<file path="config.mk">
export PLATFORM = sky130hd
export DESIGN_NAME = accumulator_alu_with_flags_core
export DESIGN_NICKNAME = d
export VERILOG_FILES = /design/src/design/accalu_pkg.sv /design/src/design/accumulator_alu_with_flags_core.sv
export SDC_FILE = /design/constraint.sdc
export NUM_CORES = 1
export LEC_CHECK = 0
export ABC_CLOCK_PERIOD_IN_PS = 8100
export BUFFER_PORTS_ARGS = -buffer_cell sky130_fd_sc_hd__buf_2
export CAP_MARGIN = 20
export CORE_MARGIN = 2
export CORE_UTILIZATION = 64
export DETAILED_ROUTE_END_ITERATION = 6
export HOLD_SLACK_MARGIN = 0.06
export PLACE_DENSITY_LB_ADDON = 0.25
export REMOVE_ABC_BUFFERS = 1
export SYNTH_ARGS = -nofsm -noshare
export SYNTH_HDL_FRONTEND = slang
export SYNTH_SLANG_ARGS = --single-unit
</file>
<file path="constraint.sdc">
create_clock -name clock -period 8.1 [get_ports clock]
set_input_delay 1.215 -clock clock [delete_from_list [all_inputs] [get_ports clock]]
set_output_delay 1.215 -clock clock [all_outputs]
set_load 0.01 [all_outputs]
</file>
<file path="src/design/accalu_pkg.sv">
`default_nettype none

package accalu_pkg;

   // operation codes carried in the kind field
   localparam logic [4:0] KIND_ADD       = 5'd0;
   localparam logic [4:0] KIND_ADC       = 5'd1;
   localparam logic [4:0] KIND_SUB       = 5'd2;
   localparam logic [4:0] KIND_SBB       = 5'd3;
   localparam logic [4:0] KIND_AND       = 5'd4;
   localparam logic [4:0] KIND_XOR       = 5'd5;
   localparam logic [4:0] KIND_OR        = 5'd6;
   localparam logic [4:0] KIND_CMP       = 5'd7;
   localparam logic [4:0] KIND_INC       = 5'd8;
   localparam logic [4:0] KIND_DEC       = 5'd9;
   localparam logic [4:0] KIND_RLC       = 5'd10;
   localparam logic [4:0] KIND_RRC       = 5'd11;
   localparam logic [4:0] KIND_RAL       = 5'd12;
   localparam logic [4:0] KIND_RAR       = 5'd13;
   localparam logic [4:0] KIND_CMA       = 5'd14;
   localparam logic [4:0] KIND_CMC       = 5'd15;
   localparam logic [4:0] KIND_STC       = 5'd16;
   localparam logic [4:0] KIND_DAD       = 5'd17;
   localparam logic [4:0] KIND_LOADA     = 5'd18;
   localparam logic [4:0] KIND_LOADFLAGS = 5'd19;

   // bit positions in a status byte
   localparam int unsigned PSW_SIGN   = 7;
   localparam int unsigned PSW_ZERO   = 6;
   localparam int unsigned PSW_PARITY = 2;
   localparam int unsigned PSW_CARRY  = 0;

   typedef struct packed {
      logic [4:0]  kind;
      logic [7:0]  operand;
      logic [15:0] pair_value;
      logic [15:0] hl_value;
   } req_type;

   typedef struct packed {
      logic [7:0]  acc;
      logic [7:0]  byte_result;
      logic [15:0] wide_result;
      logic        zero;
      logic        sign;
      logic        parity;
      logic        carry;
   } rsp_type;

endpackage

`default_nettype wire

</file>
<file path="src/design/accumulator_alu_with_flags_core.sv">
`default_nettype none

// Accumulator ALU with zero, sign, parity and carry flags in the style of a
// classic 8-bit microprocessor. A request is captured in an input register,
// evaluated by one pass of byte and 16-bit adders and logic against the held
// accumulator and flags, and the result lands in an output register.
// One request is taken every cycle unless the output register is stalled;
// the loop from the accumulator and flag registers through the ALU back to
// themselves sets the clock. The response shows the accumulator and flags
// after the operation.
module accumulator_alu_with_flags_core (
   input  wire                  clock,
   input  wire                  reset,
   input  wire                  req_valid,
   output logic                 req_ready,
   input  accalu_pkg::req_type  req_data,
   output logic                 rsp_valid,
   input  wire                  rsp_ready,
   output accalu_pkg::rsp_type  rsp_data
);
   import accalu_pkg::*;

   logic    in_valid_ff, in_valid_in;
   req_type in_ff;
   logic    rsp_valid_ff, rsp_valid_in;
   rsp_type rsp_ff;
   logic    advance;

   logic [7:0] acc_ff, acc_in;
   logic       zero_ff, zero_in;
   logic       sign_ff, sign_in;
   logic       parity_ff, parity_in;
   logic       carry_ff, carry_in;

   logic [7:0]  byte_res;
   logic [15:0] wide_res;
   logic [8:0]  sum9;
   logic [8:0]  sub_rhs;
   logic [8:0]  diff9;
   logic [16:0] sum17;
   logic        cin;

   // advance when the output register is free or being drained
   assign advance     = in_valid_ff && (!rsp_valid_ff || rsp_ready);
   assign req_ready   = !in_valid_ff || advance;
   assign in_valid_in = req_ready ? req_valid : in_valid_ff;
   assign rsp_valid_in = advance ? 1'b1 : (rsp_valid_ff && !rsp_ready);

   // capture request
   always_ff @(posedge clock) begin
      if (reset) begin
         in_valid_ff <= 1'b0;
      end else begin
         in_valid_ff <= in_valid_in;
      end
      if (req_valid && req_ready) begin
         in_ff <= req_data;
      end
   end

   // shared adders
   always_comb begin
      cin     = ((in_ff.kind == KIND_ADC) || (in_ff.kind == KIND_SBB)) ? carry_ff : 1'b0;
      sum9    = {1'b0, acc_ff} + {1'b0, in_ff.operand} + {8'd0, cin};
      sub_rhs = {1'b0, in_ff.operand} + {8'd0, cin};
      diff9   = {1'b0, acc_ff} - sub_rhs;
      sum17   = {1'b0, in_ff.hl_value} + {1'b0, in_ff.pair_value};
   end

   // operation decode and next state
   always_comb begin
      acc_in    = acc_ff;
      zero_in   = zero_ff;
      sign_in   = sign_ff;
      parity_in = parity_ff;
      carry_in  = carry_ff;
      byte_res  = acc_ff;
      wide_res  = '0;
      unique case (in_ff.kind)
         KIND_ADD, KIND_ADC: begin
            byte_res = sum9[7:0];
            carry_in = sum9[8];
            acc_in   = byte_res;
         end
         KIND_SUB, KIND_SBB: begin
            byte_res = diff9[7:0];
            carry_in = diff9[8];
            acc_in   = byte_res;
         end
         KIND_CMP: begin
            byte_res = diff9[7:0];
            carry_in = diff9[8];
         end
         KIND_AND: begin
            byte_res = acc_ff & in_ff.operand;
            carry_in = 1'b0;
            acc_in   = byte_res;
         end
         KIND_XOR: begin
            byte_res = acc_ff ^ in_ff.operand;
            carry_in = 1'b0;
            acc_in   = byte_res;
         end
         KIND_OR: begin
            byte_res = acc_ff | in_ff.operand;
            carry_in = 1'b0;
            acc_in   = byte_res;
         end
         KIND_INC: begin
            byte_res = in_ff.operand + 8'd1;
         end
         KIND_DEC: begin
            byte_res = in_ff.operand - 8'd1;
         end
         KIND_RLC: begin
            byte_res = {acc_ff[6:0], acc_ff[7]};
            carry_in = acc_ff[7];
            acc_in   = byte_res;
         end
         KIND_RRC: begin
            byte_res = {acc_ff[0], acc_ff[7:1]};
            carry_in = acc_ff[0];
            acc_in   = byte_res;
         end
         KIND_RAL: begin
            byte_res = {acc_ff[6:0], carry_ff};
            carry_in = acc_ff[7];
            acc_in   = byte_res;
         end
         KIND_RAR: begin
            byte_res = {carry_ff, acc_ff[7:1]};
            carry_in = acc_ff[0];
            acc_in   = byte_res;
         end
         KIND_CMA: begin
            byte_res = ~acc_ff;
            acc_in   = byte_res;
         end
         KIND_CMC: begin
            carry_in = ~carry_ff;
         end
         KIND_STC: begin
            carry_in = 1'b1;
         end
         KIND_DAD: begin
            wide_res = sum17[15:0];
            carry_in = sum17[16];
         end
         KIND_LOADA: begin
            byte_res = in_ff.operand;
            acc_in   = in_ff.operand;
         end
         KIND_LOADFLAGS: begin
            byte_res  = in_ff.operand;
            sign_in   = in_ff.operand[PSW_SIGN];
            zero_in   = in_ff.operand[PSW_ZERO];
            parity_in = in_ff.operand[PSW_PARITY];
            carry_in  = in_ff.operand[PSW_CARRY];
         end
         default: begin
         end
      endcase
      // arithmetic, logic and compare operations, inc and dec set zero, sign and parity from the result
      if ((in_ff.kind <= KIND_CMP) || (in_ff.kind == KIND_INC) ||
          (in_ff.kind == KIND_DEC)) begin
         zero_in   = (byte_res == 8'd0);
         sign_in   = byte_res[7];
         parity_in = ~^byte_res;
      end
   end

   // update state and result register
   always_ff @(posedge clock) begin
      if (reset) begin
         rsp_valid_ff <= 1'b0;
         acc_ff       <= '0;
         zero_ff      <= 1'b0;
         sign_ff      <= 1'b0;
         parity_ff    <= 1'b0;
         carry_ff     <= 1'b0;
      end else begin
         rsp_valid_ff <= rsp_valid_in;
         if (advance) begin
            acc_ff    <= acc_in;
            zero_ff   <= zero_in;
            sign_ff   <= sign_in;
            parity_ff <= parity_in;
            carry_ff  <= carry_in;
         end
      end
      if (advance) begin
         rsp_ff.acc         <= acc_in;
         rsp_ff.byte_result <= byte_res;
         rsp_ff.wide_result <= wide_res;
         rsp_ff.zero        <= zero_in;
         rsp_ff.sign        <= sign_in;
         rsp_ff.parity      <= parity_in;
         rsp_ff.carry       <= carry_in;
      end
   end

   assign rsp_valid = rsp_valid_ff;
   assign rsp_data  = rsp_ff;

`ifndef ASSERT_OFF
   a_cmp_keeps_acc: assert property (@(posedge clock) disable iff (reset)
      advance && (in_ff.kind == KIND_CMP) |=> acc_ff == $past(acc_ff))
      else $error("compare changed the accumulator");

   a_incdec_keeps_carry: assert property (@(posedge clock) disable iff (reset)
      advance && ((in_ff.kind == KIND_INC) || (in_ff.kind == KIND_DEC))
      |=> carry_ff == $past(carry_ff))
      else $error("increment or decrement changed carry");

   a_logic_clears_carry: assert property (@(posedge clock) disable iff (reset)
      advance && ((in_ff.kind == KIND_AND) || (in_ff.kind == KIND_XOR) ||
                  (in_ff.kind == KIND_OR)) |=> !carry_ff)
      else $error("logic operation left carry set");

   a_rsp_tracks_state: assert property (@(posedge clock) disable iff (reset)
      advance |=> rsp_valid_ff && (rsp_ff.acc == acc_ff) && (rsp_ff.carry == carry_ff))
      else $error("response does not match updated state");
`endif

endmodule

`default_nettype wire

</file>
After elaboration in Yosys (flattened, before gate mapping)
Cells that the tools add are included.
{ "classes": {"add_sub_neg": 7, "eq_ne": 19, "magnitude_cmp": 1, "n_mux": 11, "n_reduce_logical": 21, "bitwise": 5} }
{ "ops": {"columns": ["operator", "n"], "rows": [
  ["one-hot mux 8 bit (13 select lines)", 1],
  ["one-hot mux 8 bit (11 select lines)", 1],
  ["equality test 5 x 4 -> 1 bit, second input constant", 8],
  ["equality test 5 x 3 -> 1 bit, second input constant", 4],
  ["equality test 5 bit, second input constant", 4],
  ["adder 16 x 16 -> 17 bit", 1],
  ["equality test 5 x 2 -> 1 bit, second input constant", 2],
  ["OR reduction 2 bit", 5],
  ["adder 8 x 1 -> 9 bit", 1],
  ["adder 8 x 8 -> 9 bit", 1],
  ["adder 9 x 1 -> 9 bit", 1],
  ["one-hot mux 1 bit (9 select lines)", 1],
  ["subtractor 8 x 9 -> 9 bit", 1],
  ["adder 8 x 1 -> 8 bit, second input constant", 1],
  ["AND 8 bit", 1],
  ["logical NOT 8 bit", 1],
  ["two-way mux 1 bit", 8],
  ["NOT 8 bit", 1],
  ["bitwise OR 8 bit", 1],
  ["XNOR reduction 8 bit", 1],
  ["subtractor 8 x 1 -> 8 bit, second input constant", 1],
  ["bitwise XOR 8 bit", 1],
  ["OR reduction 3 bit", 2],
  ["equality test 5 x 1 -> 1 bit, second input constant", 1],
  ["6 further kinds", 14]
]} }
{ "totals": {"reg_bits": 95} }

Logic depth before layout (Yosys ltp)
Gate-level depths: netlist (run 1).
{ "depth": {"word_depth": 8, "ltp_mapped": 24, "ltp_nobuf": 22} }

Worst setup path after synthesis (run 1)
Ideal clock, no wire load.
{ "synth_timing": {"path_kind": "reg2reg", "startpoint": "register in_ff[43] in the netlist's numbering", "endpoint": "register parity_ff", "t_arrival_ns": 4.249, "setup_time_ns": 0.072, "stages_incl_launch_ff": 23, "path_slack_ns": 3.779, "synth_period_minus_slack_ns": 4.321, "cell_sequence": "edfxtp_1 buf_6 buf_4 nor2_1 nand3_1 inv_1 fa_1 ha_1 nor2_1 fa_1 nand2b_1 a2111oi_2 nor2_1 xor2_1 a221oi_1 a31o_2 ha_1 xnor2_1 xnor2_1 nor2_1 a21oi_1 nand2_1 a21oi_1"} }
{ "synth_via": {"elab_chain_cells": 8} }
{ "synth_lines": {"columns": ["item", "line_no", "rtl"], "rows": [
  ["start, declared", "accumulator_alu_with_flags_core.sv:24", "req_type in_ff;"],
  ["start signal, assigned", "accumulator_alu_with_flags_core.sv:57", "in_ff <= req_data;"],
  ["equality test 5 x 1 -> 1 bit or equality test 5 x 2 -> 1 bit (tied branches)", "accumulator_alu_with_flags_core.sv:63, accumulator_alu_with_flags_core.sv:79", null],
  ["logical OR 1 bit", "accumulator_alu_with_flags_core.sv:63", "cin = ((in_ff.kind == KIND_ADC) || (in_ff.kind == KIND_SBB)) ? carry_ff : 1'b0;"],
  ["two-way mux 1 bit", "accumulator_alu_with_flags_core.sv:63", null],
  ["adder 8 x 1 -> 9 bit", "accumulator_alu_with_flags_core.sv:65", "sub_rhs = {1'b0, in_ff.operand} + {8'd0, cin};"],
  ["subtractor 8 x 9 -> 9 bit", "accumulator_alu_with_flags_core.sv:66", "diff9 = {1'b0, acc_ff} - sub_rhs;"],
  ["one-hot mux 8 bit (13 select lines)", "accumulator_alu_with_flags_core.sv:79", "unique case (in_ff.kind)"],
  ["XNOR reduction 8 bit", "accumulator_alu_with_flags_core.sv:168", "parity_in = ~^byte_res;"],
  ["two-way mux 1 bit (*)", "accumulator_alu_with_flags_core.sv:164", "if ((in_ff.kind <= KIND_CMP) || (in_ff.kind == KIND_INC) ||"],
  ["net parity_in", "accumulator_alu_with_flags_core.sv:32", "logic parity_ff, parity_in;"],
  ["end signal, assigned", "accumulator_alu_with_flags_core.sv:187", "parity_ff <= parity_in;"],
  ["end, declared", "accumulator_alu_with_flags_core.sv:32", null]
]} }
Mark *: on every way through the listed nets, which the timed path passes. The rest lies on a longest branch.
A chain may end at the register's enable or synchronous reset.

Worst setup path after layout (run 1)
{ "layout_timing": {"startpoint": "register in_ff[40] in the netlist's numbering", "endpoint": "register parity_ff"} }
The elaborated chain is that of the path after synthesis.

==> results of run 1 <==
[state kept, by name (all words and copies together), names as in the netlist]
signal       flops
rsp_data        36
in_valid_ff      1
rsp_valid        1
parity_ff        1
zero_ff          1
in_ff           45
sign_ff          1
acc_ff           8
carry_ff         1
[where the power goes]
group / internal [mW] / switching, mW
Combinational: 0.119 / 0.181
Clock: 0.181 / 0.176
Sequential: 0.564 / 0.0288
Total: 0.865 / 0.385
[layer usage]
metal  up-vias  global-route usage  routed length (um)
li1       2560                   -                   -
met1      2580              0.4219                7192
met2       296              0.5631                8858
met3        58             0.04886                1254
met4         0              0.1438                 777
met5         -                   0                   0
[per-stage QoR]
stage	instance area [um^2]	setup slack [ns]	instances
4_1_cts	7332	2.614	853
2_1_floorplan	6482	3.635	613
6_report	7332	2.517	853
3_3_place_gp	7099	2.787	837
3_5_place_dp	7099	2.653	837
5_1_grt	7332	2.300	853
[layout make-up]
class | instances | share of cell area
Multi-Input combinational cell | 474 | 0.4918
Clock inverter | 4 | 0.007679
Inverter | 44 | 0.02253
Sequential cell | 95 | 0.3700
Tap cell | 136 | 0.02321
Timing Repair Buffer | 88 | 0.06075
Clock buffer | 12 | 0.02406
[cells by family after synthesis]
group / count (synthesis)
and+or+nand+nor: 189
muxes: 17
adders and majority gates: 62
xor gates and xnor gates: 23
AOI/OAI and AO/OA: 183
buffers and inverters: 67
DFF: 95
[synth_stat cells, types with 5 or more instances]
cell type | count | area, um^2
ha_1 | 56 | 700.7
o21bai_1 | 7 | 52.55
nand3b_1 | 6 | 45.04
dfxtp_1 | 14 | 280.3
nand3_1 | 8 | 40.04
o21a_1 | 10 | 75.07
nor2_1 | 62 | 232.7
mux2i_1 | 15 | 150.1
xor2_1 | 9 | 78.83
clkbuf_1 | 5 | 18.77
and3_1 | 5 | 31.28
fa_1 | 6 | 120.1
buf_2 | 7 | 35.03
xnor2_1 | 13 | 113.9
o21ai_0 | 27 | 135.1
o31ai_1 | 6 | 45.04
inv_1 | 44 | 165.2
edfxtp_1 | 81 | 2432
nor3_1 | 20 | 100.1
a21oi_1 | 33 | 165.2
or3_1 | 8 | 50.05
buf_6 | 6 | 67.56
nand2b_1 | 9 | 56.30
a21o_1 | 10 | 75.07
o211a_1 | 5 | 50.05
a211oi_1 | 14 | 105.1
a31oi_1 | 7 | 43.79
a22oi_1 | 8 | 60.06
a211oi_2 | 8 | 100.1
nand2_1 | 34 | 127.6
[worst paths after layout]
check | start | end | slack, ns | cells after the start
max | in_ff[40]$_DFFE_PP_ | parity_ff$_SDFFE_PP0P_ | 2.52 | 16
min | parity_ff$_SDFFE_PP0P_ | parity_ff$_SDFFE_PP0P_ | 0.46 | 2
max reg2reg | in_ff[40]$_DFFE_PP_ | parity_ff$_SDFFE_PP0P_ | 2.52 | 16
min reg2reg | parity_ff$_SDFFE_PP0P_ | parity_ff$_SDFFE_PP0P_ | 0.46 | 2
[worst min-delay path, stage by stage (launching register included)]
cell and delay [ns]:
dfxtp_1 0.32, nand2_1 0.05, a21oi_1 0.05
==> impl_metrics.tcl, run 1 <==
set metrics [dict create \
    synth_fa_ha_area_frac 0.1236 \
    setup_viol 0 \
    synth-simple-area-share 0.1547 \
    postLayoutCoreUtil 0.7199 \
    cts_hold_buf 0 \
    n_antenna_cell 0 \
    async_reset_ff_frac 0 \
    cts_setup_buffers 0 \
    leakagePower_nw 2.934 \
    dr.pass1.iters 5 \
    multi_input_area_um2 3606 \
    routed_wirelength_um 18080 \
    clock.fmax_mhz 179.1 \
    drc_errors 0 \
    path_class "reg2reg" \
    cts-resized-gates 0 \
    finalClockSkew_ns 0.01281 \
    synth_flop_cell "edfxtp_1" \
    synth_top_family_by_area "compound AO/OA/AOI/OAI gates" \
    drt-initial-drc-count 499 \
    startpoint_type "register" \
    dp_hpwl_um 13680 \
    muxShareOfSynthArea 0.02601 \
    die_w_um 105.9 \
    max-vdd-ir-drop_v 0.0001480 \
    maxSlewHeadroom 0.2472 \
    final_cell_mix "buf_2 (86), edfxtp_1 (81), nor2_1 (62), ha_1 (56), inv_1 (43)" \
    arrival_ns 5.90 \
    drive_above_1_share 0.1980 \
    post-route-period-util 0.6893 \
    hp-class "reg2reg" \
    htreeDepth 3 \
    period_minus_slack_ns 5.583 \
    syn_area_per_cell_um2 10.44 \
    grt_max_degree 46 \
    cts.sinks 95 \
    setup_tns_ns 0 \
    path_max_fanout 25 \
    synth_warnings 0 \
    synth_edf_count 81 \
    syn_inst 636 \
    routed_wire_length_per_instance_um 21.20 \
    portBuffers 86 \
    nets 823 \
    synth-seq-area-share 0.4086 \
    start_util 0.6518 \
    dieArea_um2 11200 \
    die_h_um 105.9 \
    ys_types 90 \
    postRouteAntennaNets 0 \
    power_mw 1.250 \
    dr_total_vias 5494 \
    rows 37 \
    cts_root_buf "clkbuf_8" \
    synthToLayoutAreaGrowth_pct 10.44 \
    rsz0062_at_grt "false" \
    ios 87 \
    regArea_um2 2713 \
    ys_ff_latch 95 \
    cts_buffer_depth 2 \
    crit_slowest_cell "edfxtp_1" \
    critical_path_buf_inv_count 0 \
    grt_pass1_wl_um 28280 \
    antenna_found_initial 0 \
    holdWs_ns 0.4621 \
    status "complete, no violations" \
    finalMaxSlewViolations 0 \
    nFillCells 747 \
    grt_pass1_vias 5328 \
    tritoncts "built" \
    tightest_slew_ns 1.121 \
    cts_buffers 9 \
    clkTransAtPathRegs_ns 0.10 \
    synth_compound_area_frac 0.2071 \
    worstPathRequired_ns 8.42 \
    final_common_cell "buf_2" \
    place.gp.congestion 0.9821 \
    cpPeakStageDelay_ns 1.04 \
    path_delay_family "simple AND/OR/NAND/NOR gates" \
    cp-end-kind "register" \
    viasPerCell 6.441 \
    hold_viol_final 0 \
    core_area_um2 10180 \
    overflow 0 \
    power_density_nw_per_um2 170.4 \
    cap_viol_max_count 0 \
    synth_area_um2 6639 \
    insertion_delay_ns 0.38 \
    synth_xor_area_frac 0.03147 \
    grt_use_total 0.3314 \
    crit_chain "nand2b_1, nor3_1, ha_1, a211oi_2, o21bai_1, o41ai_1, mux2i_1, nor4_2, a21o_1, ha_1, xnor2_1, xnor2_1, nor2_1, a21oi_1, nand2_1, a21oi_1" \
]
(Power assumes the default switching activity.)
==> inputs of run 2 (changes only) <==
--- a/config.mk
+++ b/config.mk
@@ -5,11 +5,11 @@
 export SDC_FILE = /design/constraint.sdc
 export NUM_CORES = 1
 export LEC_CHECK = 0
-export ABC_CLOCK_PERIOD_IN_PS = 8100
+export ABC_CLOCK_PERIOD_IN_PS = 5000
 export BUFFER_PORTS_ARGS = -buffer_cell sky130_fd_sc_hd__buf_2
 export CAP_MARGIN = 20
 export CORE_MARGIN = 2
-export CORE_UTILIZATION = 64
+export CORE_UTILIZATION = 53
 export DETAILED_ROUTE_END_ITERATION = 6
 export HOLD_SLACK_MARGIN = 0.06
 export PLACE_DENSITY_LB_ADDON = 0.25
==> constraint.sdc (replaced) <==
create_clock -name clock -period 5 [get_ports clock]
set_input_delay 0.75 -clock clock [delete_from_list [all_inputs] [get_ports clock]]
set_output_delay 0.75 -clock clock [all_outputs]
set_load 0.01 [all_outputs]
==> run 2 against run 1 <==
Compared with the run above:
- critical path depth increased by 4
- count of clock-buffer cells in the layout is 3 lower
- via count decreased by 0.84%
- cell count up 4.9%
- die area rose by 20%
- critical path type unchanged
- critical endpoint unchanged
- largest power group unchanged
==> impl_metrics.tcl, run 2 (synthesis gave the netlist of run 1 again) <==
set metrics [dict create \
    cts_hold_buf 0 \
    postRouteAntennaNets 0 \
    routed_wire_length_per_instance_um 21.05 \
    portBuffers 86 \
    setup_viol 0 \
    cp-end-kind "register" \
    cts_root_buf "clkbuf_16" \
    dr.pass1.iters 5 \
    path_max_fanout 4 \
    die_h_um 115.9 \
    drc_errors 0 \
    max-vdd-ir-drop_v 0.0001888 \
    crit_chain "nor2_1, nand3_1, inv_1, fa_1, ha_1, nor2_1, fa_1, nand2b_1, a2111oi_2, nor2_1, xor2_1, a221oi_1, a31o_2, ha_1, xnor2_1, xnor2_1, nor2_1, a21oi_1, nand2_1, a21oi_1" \
    final_cell_mix "buf_2 (86), edfxtp_1 (81), nor2_1 (62), ha_1 (56), inv_1 (43)" \
    dieArea_um2 13440 \
    drt-initial-drc-count 637 \
    cts-resized-gates 0 \
    cts_buffer_depth 2 \
    cts_setup_buffers 0 \
    tritoncts "built" \
    grt_pass1_vias 5319 \
    arrival_ns 4.74 \
    crit_slowest_cell "a2111oi_2" \
    n_antenna_cell 0 \
    setup_tns_ns 0 \
    start_util 0.5481 \
    rsz0062_at_grt "false" \
    critical_path_buf_inv_count 1 \
    finalClockSkew_ns 0.01241 \
    dp_cells 878 \
    period_minus_slack_ns 4.449 \
    die_w_um 115.9 \
    cpPeakStageDelay_ns 0.44 \
    antenna_found_initial 1 \
    clkTransAtPathRegs_ns 0.08 \
    finalMaxSlewViolations 0 \
    status "complete, no violations" \
    rows 40 \
    viasPerCell 6.087 \
    worstPathRequired_ns 5.29 \
    overflow 0 \
    htreeDepth 3 \
    hold_viol_final 0 \
    final_cells 895 \
    path_class "reg2reg" \
    synthToLayoutAreaGrowth_pct 13.21 \
    cts.sinks 95 \
    ios 87 \
    cap_viol_max_count 0 \
    startpoint_type "register" \
    dp_hpwl_um 13990 \
    hp-class "reg2reg" \
    path_common_cell "nor2_1" \
    power_density_nw_per_um2 287.9 \
    dr_total_vias 5448 \
    drive_above_1_share 0.2077 \
    insertion_delay_ns 0.36 \
    final_common_cell "buf_2" \
    maxSlewHeadroom 0.3194 \
    holdWs_ns 0.4838 \
    path_delay_family "compound AO/OA/AOI/OAI gates" \
    routed_wirelength_um 18840 \
    largest_reg_flops 45 \
    grt_pass1_wl_um 29420 \
    top_register "in_ff" \
    tightest_slew_ns 1.021 \
    nets 833 \
    cts_buffers 9 \
    core_area_um2 12110 \
    place.gp.congestion 0.9786 \
    leakagePower_nw 3.012 \
    post-route-period-util 0.8899 \
    grt_max_degree 46 \
    grt_use_total 0.2943 \
    clock.fmax_mhz 224.7 \
]
[run 2: stage by stage]
stage | area [um^2] | total power [mW] | setup slack (ns) | utilization
floorplan | 6482 | 1.296 | 0.5353 | -
detailed placement | 7207 | 1.454 | 0.6135 | 0.5950
CTS | 7511 | 2.161 | 0.5977 | 0.6201
finish | 7516 | 2.164 | 0.5506 | 0.6206
global placement | 7207 | 1.443 | 0.8001 | 0.5950
global route | 7516 | 2.252 | 0.1668 | 0.6206
[run 2: worst paths after layout]
| path | startpoint | to | slack, ns | depth (start not counted) |
|---|---|---|---|---|
| setup / recovery | in_ff[43]$_DFFE_PP_ | parity_ff$_SDFFE_PP0P_ | 0.55 | 20 |
| hold / removal | zero_ff$_SDFFE_PP0P_ | zero_ff$_SDFFE_PP0P_ | 0.48 | 2 |
| setup reg to reg | in_ff[43]$_DFFE_PP_ | parity_ff$_SDFFE_PP0P_ | 0.55 | 20 |
| hold reg to reg | zero_ff$_SDFFE_PP0P_ | zero_ff$_SDFFE_PP0P_ | 0.48 | 2 |
[run 2: final cells by class]
cell class,count,area (um^2)
clock inverter,7,78.83
inverter,44,165.2
tap,168,210.2
fill,1029,4596
clock buffer,9,225.2
multi-input combinational,474,3606
timing repair buffer,98,518.0
sequential,95,2713
[run 2: worst min-delay path: stages, from the launching register on]
cell	delay (ns)
dfxtp_1	0.33
nand2_1	0.06
a21oi_1	0.06
[run 2: where the power goes]
part           internal, mW  switching [mW]
Clock                 0.393           0.322
Combinational         0.196           0.306
Sequential            0.915          0.0321
Total                  1.50           0.660
[run 2: metal layers]
metal  global-route usage  share of wire  wire length, um  vias to the layer above
met5                    0        0.00090               17                        -
met2               0.4674           0.46             8760                      216
li1                     -              -                -                     2577
met1               0.3793           0.42             7833                     2603
met3              0.06956          0.076             1441                       50
met4               0.1444          0.042              786                        2
==> inputs of run 3 (changes only) <==
--- a/config.mk
+++ b/config.mk
@@ -13,6 +13,7 @@
 export DETAILED_ROUTE_END_ITERATION = 6
 export HOLD_SLACK_MARGIN = 0.06
 export PLACE_DENSITY_LB_ADDON = 0.25
+export RECOVER_POWER = 25
 export REMOVE_ABC_BUFFERS = 1
 export SYNTH_ARGS = -nofsm -noshare
 export SYNTH_HDL_FRONTEND = slang
==> run 3 against run 2 <==
Compared with the run above:
- global-route usage unchanged
- clock skew decreased by 0.00099 ns
- via count decreased by 0.68%
- setup slack got worse by 0.0079 ns
- critical path type unchanged
- non-clock buffer count unchanged
- wire length about the same
- worst hold slack about the same
==> impl_metrics.tcl, run 3 (synthesis gave the netlist of run 1 again) <==
set metrics [dict create \
    clock.fmax_mhz 224.3 \
    dp_hpwl_um 13990 \
    rsz0062_at_grt "false" \
    drc_errors 0 \
    die_h_um 115.9 \
    tritoncts "built" \
    cts.sinks 95 \
    path_max_fanout 4 \
    hold_viol_final 0 \
    htreeDepth 3 \
    leakagePower_nw 2.986 \
    postRouteAntennaNets 0 \
    place.gp.congestion 0.9786 \
    postLayoutCoreUtil 0.6196 \
    ios 87 \
    grt_pass1_wl_um 29420 \
    comb_power_share 0.232 \
    arrival_ns 4.75 \
    nets 833 \
    die_w_um 115.9 \
    overflow 0 \
    grt_use_total 0.2943 \
    cts_hold_buf 0 \
    switching_share 0.3053 \
    portBuffers 86 \
    tightest_slew_ns 1.020 \
    maxSlewHeadroom 0.3197 \
    core_area_um2 12110 \
    finalMaxSlewViolations 0 \
    routed_wirelength_um 18840 \
    power_frac_clock 0.331 \
    cp-end-kind "register" \
    synthToLayoutAreaGrowth_pct 13.04 \
    final_common_cell "edfxtp_1" \
    antenna_found_initial 1 \
    cts_buffers 9 \
    path_class "reg2reg" \
    power_density_nw_per_um2 288.2 \
    dieArea_um2 13440 \
    period_minus_slack_ns 4.457 \
    clkTransAtPathRegs_ns 0.08 \
    setup_viol 0 \
    min_from "zero_ff$_SDFFE_PP0P_" \
    drive_above_1_share 0.1953 \
    largest_reg_flops 45 \
    dr.pass1.iters 6 \
    viasPerCell 6.046 \
    cts_root_buf "clkbuf_16" \
    hp-class "reg2reg" \
    startpoint_type "register" \
    status "complete, no violations" \
    cts_buffer_depth 2 \
    cap_viol_max_count 0 \
    insertion_delay_ns 0.36 \
    p_int_mw 1.503 \
    start_util 0.5481 \
    max-vdd-ir-drop_v 0.0001890 \
    cts-resized-gates 0 \
    reg2reg_from "in_ff[43]$_DFFE_PP_" \
    critPathLaunch "in_ff[43]$_DFFE_PP_" \
    switchingPower_mw 0.6604 \
    grt_max_degree 46 \
    finalClockSkew_ns 0.01143 \
    worstPathRequired_ns 5.29 \
    setup_tns_ns 0 \
    seq_power_share 0.438 \
    top_register "in_ff" \
    final_cell_mix "edfxtp_1 (81), buf_2 (77), nor2_1 (62), ha_1 (56), inv_1 (43)" \
    routed_wire_length_per_instance_um 21.05 \
    grt_pass1_vias 5319 \
    n_antenna_cell 0 \
    drt-initial-drc-count 641 \
    dr_total_vias 5411 \
    cts_setup_buffers 0 \
    rows 40 \
    post-route-period-util 0.8915 \
]
-- run 3: cell count changes in the layout (fill, tap and decap cells not counted) --
| cell | change |
|---|---|
| buf_2 | -9 |
| clkbuf_1 | +9 |
-- run 3: metal layers --
metal	wire length, um	GRT usage	share of wire
met5	17	0	0.00090
met4	801	0.1444	0.043
met3	1294	0.06956	0.069
met2	8754	0.4674	0.46
met1	7969	0.3793	0.42
-- run 3: cell type report --
cell class | instances | area [um^2]
multi-input cells | 474 | 3606
clock buffers | 9 | 225.2
clock inverters | 7 | 78.83
inverters | 44 | 165.2
flip-flops and latches | 95 | 2713
repair buffers | 98 | 506.7
well taps | 168 | 210.2
fillers | 1029 | 4607
-- run 3: worst paths after layout --
kind | end | slack (ns) | cells past startpoint
setup / recovery | parity_ff$_SDFFE_PP0P_ | 0.54 | 20
hold / removal | zero_ff$_SDFFE_PP0P_ | 0.48 | 2
hold reg to reg | zero_ff$_SDFFE_PP0P_ | 0.48 | 2
setup reg to reg | parity_ff$_SDFFE_PP0P_ | 0.54 | 20
-- run 3: stage by stage --
| step | hold slack (ns) | std cells | area, um^2 | total power [mW] | worst slack [ns] |
|---|---|---|---|---|---|
| after floorplan | 0.4296 | 613 | 6482 | 1.296 | 0.5353 |
| after global placement | 0.4456 | 878 | 7207 | 1.443 | 0.8001 |
| after detailed placement | 0.4670 | 878 | 7207 | 1.454 | 0.6135 |
| after CTS | 0.4798 | 894 | 7511 | 2.161 | 0.5977 |
| after global routing | 0.5151 | 895 | 7505 | 2.251 | 0.1668 |
| final | 0.4838 | 895 | 7505 | 2.163 | 0.5427 |
-- run 3: worst max-delay path: stages, from the launching register on --
cell	delay, ns
edfxtp_1	0.39
nor2_1	0.28
nand3_1	0.21
inv_1	0.11
fa_1	0.43
ha_1	0.21
nor2_1	0.13
fa_1	0.24
nand2b_1	0.11
a2111oi_2	0.44
nor2_1	0.10
xor2_1	0.18
a221oi_1	0.32
a31o_2	0.23
ha_1	0.24
xnor2_1	0.18
xnor2_1	0.14
nor2_1	0.06
a21oi_1	0.18
nand2_1	0.08
a21oi_1	0.12
-- run 3: power by group through the flow --
stage / combinational [mW] / sequential, mW / clock [mW]
2_1_floorplan: 0.320 / 0.977 / 0
3_3_place_gp: 0.482 / 0.961 / 0
3_5_place_dp: 0.491 / 0.963 / 0
4_1_cts: 0.494 / 0.946 / 0.720
5_1_grt: 0.550 / 0.951 / 0.750
6_report: 0.501 / 0.947 / 0.715
